<file path="config.mk">
export PLATFORM = sky130hd
export DESIGN_NAME = hndm_cmd_fifo
export DESIGN_NICKNAME = d
export VERILOG_FILES = /design/src/rtl/hndm_pkg.sv /design/src/rtl/hndm_cmd_fifo.sv
export SDC_FILE = /design/constraint.sdc
export NUM_CORES = 1
export LEC_CHECK = 0
export BUFFER_PORTS_ARGS = -buffer_cell sky130_fd_sc_hd__buf_2
export CORE_MARGIN = 2
export CORE_UTILIZATION = 31
export CTS_CLUSTER_SIZE = 24
export DETAILED_ROUTE_END_ITERATION = 8
export GPL_TIMING_DRIVEN = 0
export PLACE_DENSITY = 0.55
export RECOVER_POWER = 25
export REMOVE_ABC_BUFFERS = 1
export SYNTH_ARGS = -nofsm -noshare
export SYNTH_HDL_FRONTEND = slang
export SYNTH_SLANG_ARGS = --single-unit
</file>
<file path="constraint.sdc">
create_clock -name aclk -period 12.8 [get_ports aclk]
set_clock_uncertainty 0.2 [all_clocks]
set_input_delay 1.28 -clock aclk [delete_from_list [all_inputs] [get_ports aclk]]
set_output_delay 1.28 -clock aclk [all_outputs]
set_load 0.05 [all_outputs]
</file>
<file path="src/rtl/hndm_pkg.sv">
// shared types and constants of the hamming descriptor matcher
// used by every module of the block but the ram; depends on nothing
package hndm_pkg;

    localparam int WORD_W    = 64;
    localparam int DESC_BITS = 256;
    localparam int DESC_WORDS = DESC_BITS / WORD_W;
    localparam int IDX_W     = 10;
    localparam int DIST_W    = 9;
    localparam int BYTES     = DESC_BITS / 8;
    localparam int GROUPS    = 4;
    localparam int PER_GROUP = BYTES / GROUPS;
    localparam int GRP_W     = 7;

    localparam logic [1:0] LAST_WORD = 2'(DESC_WORDS - 1);

    localparam int IN_DATA_W  = 80;
    localparam int IN_USER_W  = 2;
    localparam int OUT_DATA_W = 24;

    localparam logic [DIST_W-1:0] START_RESET  = 9'd128;
    localparam logic [DIST_W-1:0] ACCEPT_RESET = 9'd80;

    // configuration register indexes
    localparam logic [0:0] CFG_START  = 1'b0;
    localparam logic [0:0] CFG_ACCEPT = 1'b1;

    typedef enum logic [1:0] {
        OP_LOAD  = 2'd0,
        OP_QUERY = 2'd1,
        OP_CLEAR = 2'd2
    } op_t;

    typedef enum logic [1:0] {
        CMD_LOAD  = 2'd0,
        CMD_QWORD = 2'd1,
        CMD_QLAST = 2'd2,
        CMD_CLEAR = 2'd3
    } cmd_kind_t;

    typedef struct packed {
        cmd_kind_t          kind;
        logic [IDX_W-1:0]   entry;
        logic [1:0]         word;
        logic [WORD_W-1:0]  data;
    } cmd_t;

    typedef struct packed {
        logic [DIST_W-1:0] start_distance;
        logic [DIST_W-1:0] accept_limit;
    } cfg_t;

    // command queue between front and back
    localparam int Q_DEPTH = 2;
    localparam int Q_PTR_W = 1;
    localparam int Q_CNT_W = 2;

endpackage

</file>
<file path="src/rtl/hndm_cmd_fifo.sv">
// short command queue that decouples front and back
// depends on hndm_pkg
module hndm_cmd_fifo import hndm_pkg::*; (
    input  logic aclk,
    input  logic aresetn,
    input  logic push,
    input  cmd_t push_cmd,
    output logic full,
    input  logic pop,
    output logic valid,
    output cmd_t pop_cmd
);
    cmd_t               mem_reg [Q_DEPTH];
    logic [Q_PTR_W-1:0] wr_ptr_reg;
    logic [Q_PTR_W-1:0] rd_ptr_reg;
    logic [Q_CNT_W-1:0] cnt_reg;

    assign full    = (cnt_reg == Q_CNT_W'(Q_DEPTH));
    assign valid   = (cnt_reg != '0);
    assign pop_cmd = mem_reg[rd_ptr_reg];

    // pointers and fill level
    always_ff @(posedge aclk) begin
        if (!aresetn) begin
            wr_ptr_reg <= '0;
            rd_ptr_reg <= '0;
            cnt_reg    <= '0;
        end else begin
            if (push) begin
                wr_ptr_reg <= wr_ptr_reg + Q_PTR_W'(1);
            end
            if (pop) begin
                rd_ptr_reg <= rd_ptr_reg + Q_PTR_W'(1);
            end
            if (push && !pop) begin
                cnt_reg <= cnt_reg + Q_CNT_W'(1);
            end else if (pop && !push) begin
                cnt_reg <= cnt_reg - Q_CNT_W'(1);
            end
        end
    end

    // storage
    always_ff @(posedge aclk) begin
        if (push) begin
            mem_reg[wr_ptr_reg] <= push_cmd;
        end
    end
endmodule

</file>
# ---- Word level (Yosys, flattened, before mapping)
# Memories as Yosys holds them, arrays and structs flattened. A register that Yosys moved wholly into a read port is not among the register bits.
# Cells that the tools add are included.
# Widths: inputs -> output; s select.
dict set report op_classes {
  add_sub_neg 4
  eq_ne 1
  muxes 6
  n_reduce_logical 6
}
# operator count
set op_table {}
lappend op_table {{$mux 1} 4}
lappend op_table {{$mux 2} 2}
lappend op_table {{$reduce_bool 2->1} 2}
lappend op_table {{$add 1x1->1 const B} 2}
lappend op_table {{$add 2x1->2 const B} 1}
lappend op_table {{$eq 2x2->1 const B} 1}
lappend op_table {{$logic_and 1x1->1} 2}
lappend op_table {{$logic_not 1->1} 2}
lappend op_table {{$sub 2x1->2 const B} 1}
dict set report totals {
  regBits 4
  ram_bits 156
  input_bits 82
  output_inout_bits 80
  word_cells 21
  memories 1
}
# name depth word_bits read_ports rd_clocked_by_memory_dff wr line_no
set memory_table {}
lappend memory_table {mem_reg 2 78 1 1 1 hndm_cmd_fifo.sv:13} ;# cmd_t mem_reg [Q_DEPTH];

# ---- Logic depth before layout (Yosys ltp)
dict set report logic_depth {
  ltp_word 4
  ltp_mapped 5
  ltp_nobuf 5
}

# ---- Least setup slack after synthesis
# No wires, ideal clock.
dict set report synth_path {
  kind {in2reg}
  start {input port push}
  end {memory mem_reg[0][0] (netlist bit) (enable)}
  setup_ns 0.525
  t_arrival_ns 4.723
  required_ns 12.075
  setup_slack_ns 7.352
  cell_stages 1
  path_buffers 0
  path_cell_list {nor2b_1}
}
dict set report synth_between {
  elab_chain_cells 2
}
# item line_no
set synth_lines {}
lappend synth_lines {{from (decl)} hndm_cmd_fifo.sv:6} ;# input logic push,
lappend synth_lines {{$mux 1} hndm_cmd_fifo.sv:45} ;# if (push) begin
lappend synth_lines {{$mux 1 (not written as such)} hndm_cmd_fifo.sv:46} ;# mem_reg[wr_ptr_reg] <= push_cmd;
lappend synth_lines {{to (decl)} hndm_cmd_fifo.sv:13}
# No other way between the ends.

==> results.tsv <==
stage	metric	value	unit
worst_setup_path	CP Capture Type	output port	
logic_synthesis	area share of the largest cell type after synthesis	79.0	%
drt	Vias/cell	4.33	
logic_synthesis	multiplexer area fraction after synthesis	16.1	%
sta	final setup fails	0	
clocking	Max Root-Sink Buffers	2	
sta	Hold Violations, Final	0	
global_routing	GRT Util Overall	10.9	%
worst_setup_path	Setup CP Type	flip-flop to output port	
power	Clock Power Share	36.8	%
logic_synthesis	Post-Synth Adder-Cell Area	0.211	%
global_routing	vias in the first global route	3230	
floorplanning	die area	0.0202	sq mm
min_path	min-delay worst type	flip-flop to flip-flop	
drt	Iteration-0 DRC Markers	134	
floorplanning	chip width	142	um
power	internal power	0.000941	W
worst_setup_path	WP data arrival	2030	ps
power	P_sw	0.000357	W
placement	Placed Area	0.00706	sq mm
logic_synthesis	Synth area leaders	edfxtp_1, mux2_2, mux2_4	
sta	max-slew violations	0	
clocking	Reg clk slew, reported paths	60	ps
clocking	CTS tree	built	
logic_synthesis	instance count of the mapped netlist	265	
clocking	clk sinks	161	
floorplanning	I/O pin total	162	
global_routing	first-pass GRT wire length	16600	um
cells_and_area	post-route cell area	0.00760	sq mm
worst_setup_path	reg-to-reg startpoint	wr_ptr_reg	
sta	transition time of the tightest slew-check pin	940	ps
sta	setup TNS	0	ps
placement	HPWL after DPL	7190	um
global_routing	largest net degree at the start of global routing	47	
sta	worst rel slew slack	37.2	%
drt	Final ANT Viol Nets	0	
cells_and_area	Multi-input gate area	0.00108	sq mm
sta	Tmin final	3510	ps
cells_and_area	Core Util, Final	40.6	%
drt	DR vias	2973	
placement	Placement Setup Slack	9670	ps
power	switch share	27.5	%
sta	RSZ-0062 raised after global routing	false	
global_routing	initial antenna violation count	1	
clocking	post-CTS setup buffer count	0	
logic_synthesis	Syn. warnings	0	
drt	# DRC	0	
floorplanning	Rows	50	
sta	Max Fclk	285	MHz
cells_and_area	nets	523	
clocking	PostCTS Resize Cnt	0	
placement	Final GP Congestion	0.698	
worst_setup_path	Critical Path RT	11320	ps
power	Pwr Density	171	mW/mm^2
floorplanning	Die Y	142	um
min_path	Hold Crit Start	cnt_reg[1]	
cells_and_area	FF+latch area	0.00479	sq mm
drt	Routed WL per cell	15.8	um
worst_setup_path	Worst Setup Start Kind	flip-flop	
power	combinational share of power	15.4	%
sta	fin worst setup slack	9290	ps
drt	final wirelength	10900	um
global_routing	global route overflow	0	
logic_synthesis	Seq/Total Area, Yosys	80.7	%
logic_synthesis	Yosys cell types	17	
logic_synthesis	post-synthesis xor/xnor area fraction	0.443	%
logic_synthesis	area leader, netlist	edfxtp_1	
power	leakage	2.84	nW
power	peak supply drop	0.0852	mV
power	power share of the sequential group	47.7	%
outcome	status	completed	
cells_and_area	most frequent cells in the layout	edfxtp_1, buf_2, mux2_2, mux2_4, clkbuf_16	
clocking	Root Buffer	clkbuf_16	
sta	ratio of final minimum period to clock period	27.5	%
logic_synthesis	Avg Cell Area, Syn	22.4	sq um
logic_synthesis	Cell Area, Synth	0.00593	sq mm
clocking	Num CTS Buffers	17	
logic_synthesis	Synth Area in Compound Gates	0.338	%
placement	port buffer count	161	
cells_and_area	fraction of layout cells with a size suffix above 1	58.1	%
cells_and_area	Filler cells	1719	
floorplanning	core footprint	0.0187	sq mm
drt	Pre-antenna DRT Iters	4	
flow_run	MaxCap Viol Count	0	
cells_and_area	most common cell after layout, fill and taps aside	edfxtp_1	
logic_synthesis	largest family of logic cells by synthesized area	multiplexers	
logic_synthesis	post-synthesis simple-gate area fraction	0.950	%
clocking	htree depth	4	
cells_and_area	antenna cells	0	
worst_setup_path	crit-path max FO	46	
clocking	cts hold-fix bufs	0	
floorplanning	initial core utilization	31.7	%
cells_and_area	max reg flops	156	
cells_and_area	Area Growth Syn to Fin	28.2	%
logic_synthesis	register bit total from synthesis	161	
clocking	clk_lat worst skew	410	ps
power	Design Power	0.00130	W
## cells in the mapped netlist (all sizes together)
cell,n
xor2,2
inv,1
or2,1
nor2b,3
xnor2,1
o21ai,1
buf,9
a21boi,1
mux2,78
and2,4
edfxtp,156
ha,1
or3,1
dfxtp,5
o21a,1
## power by group through the flow
stage	combinational [W]	sequential [W]	clock (W)
2_1_floorplan	0.000148	0.000634	0
3_3_place_gp	0.000196	0.000640	0
3_5_place_dp	0.000204	0.000631	0
4_1_cts	0.000204	0.000620	0.000495
5_1_grt	0.000211	0.000622	0.000518
6_report	0.000200	0.000619	0.000478
## final timing paths
kind	to	slack (ps)	depth (start not counted)
worst max-delay path	pop_cmd[30]	9290	3
worst min-delay path	cnt_reg[1]	320	2
worst max register to register	mem_reg[0][19]	10890	2
worst min register to register	cnt_reg[1]	320	2
## cells by family (layout without fill, tap and decap cells)
family	after synthesis	count (layout)
flops	161	161
simple gates	9	9
buf+inv	10	198
xor+xnor	3	3
fa+ha+maj	1	1
mux	78	78
compound gates	3	3
## layout make-up
class                           count  area share [%]
Clock buffer                       18            5.65
Clock inverter                     14            1.73
Inverter                            1          0.0494
Multi-Input combinational cell     94            14.2
Sequential cell                   161            63.0
Tap cell                          234            3.85
Timing Repair Buffer              165            11.5
## worst max-delay path, cell delays in order (launching register included)
cell     delay, ps
dfxtp_4        660
buf_16         330
mux2_2         370
buf_2          220
## layer usage
layer	up-vias	track usage [%]	wire length, um
met1	1460	12.1	4490
met2	104	18.5	5460
met4	0	4.26	131
met3	11	4.91	792
li1	1398	-	-
met5	-	0	0
## metrics by stage
stage          cells  hold WS (ps)
5_1_grt          687           355
3_3_place_gp     651           276
6_report         687           317
2_1_floorplan    256           261
4_1_cts          687           320
3_5_place_dp     655           298
(Power assumes the default switching activity.)
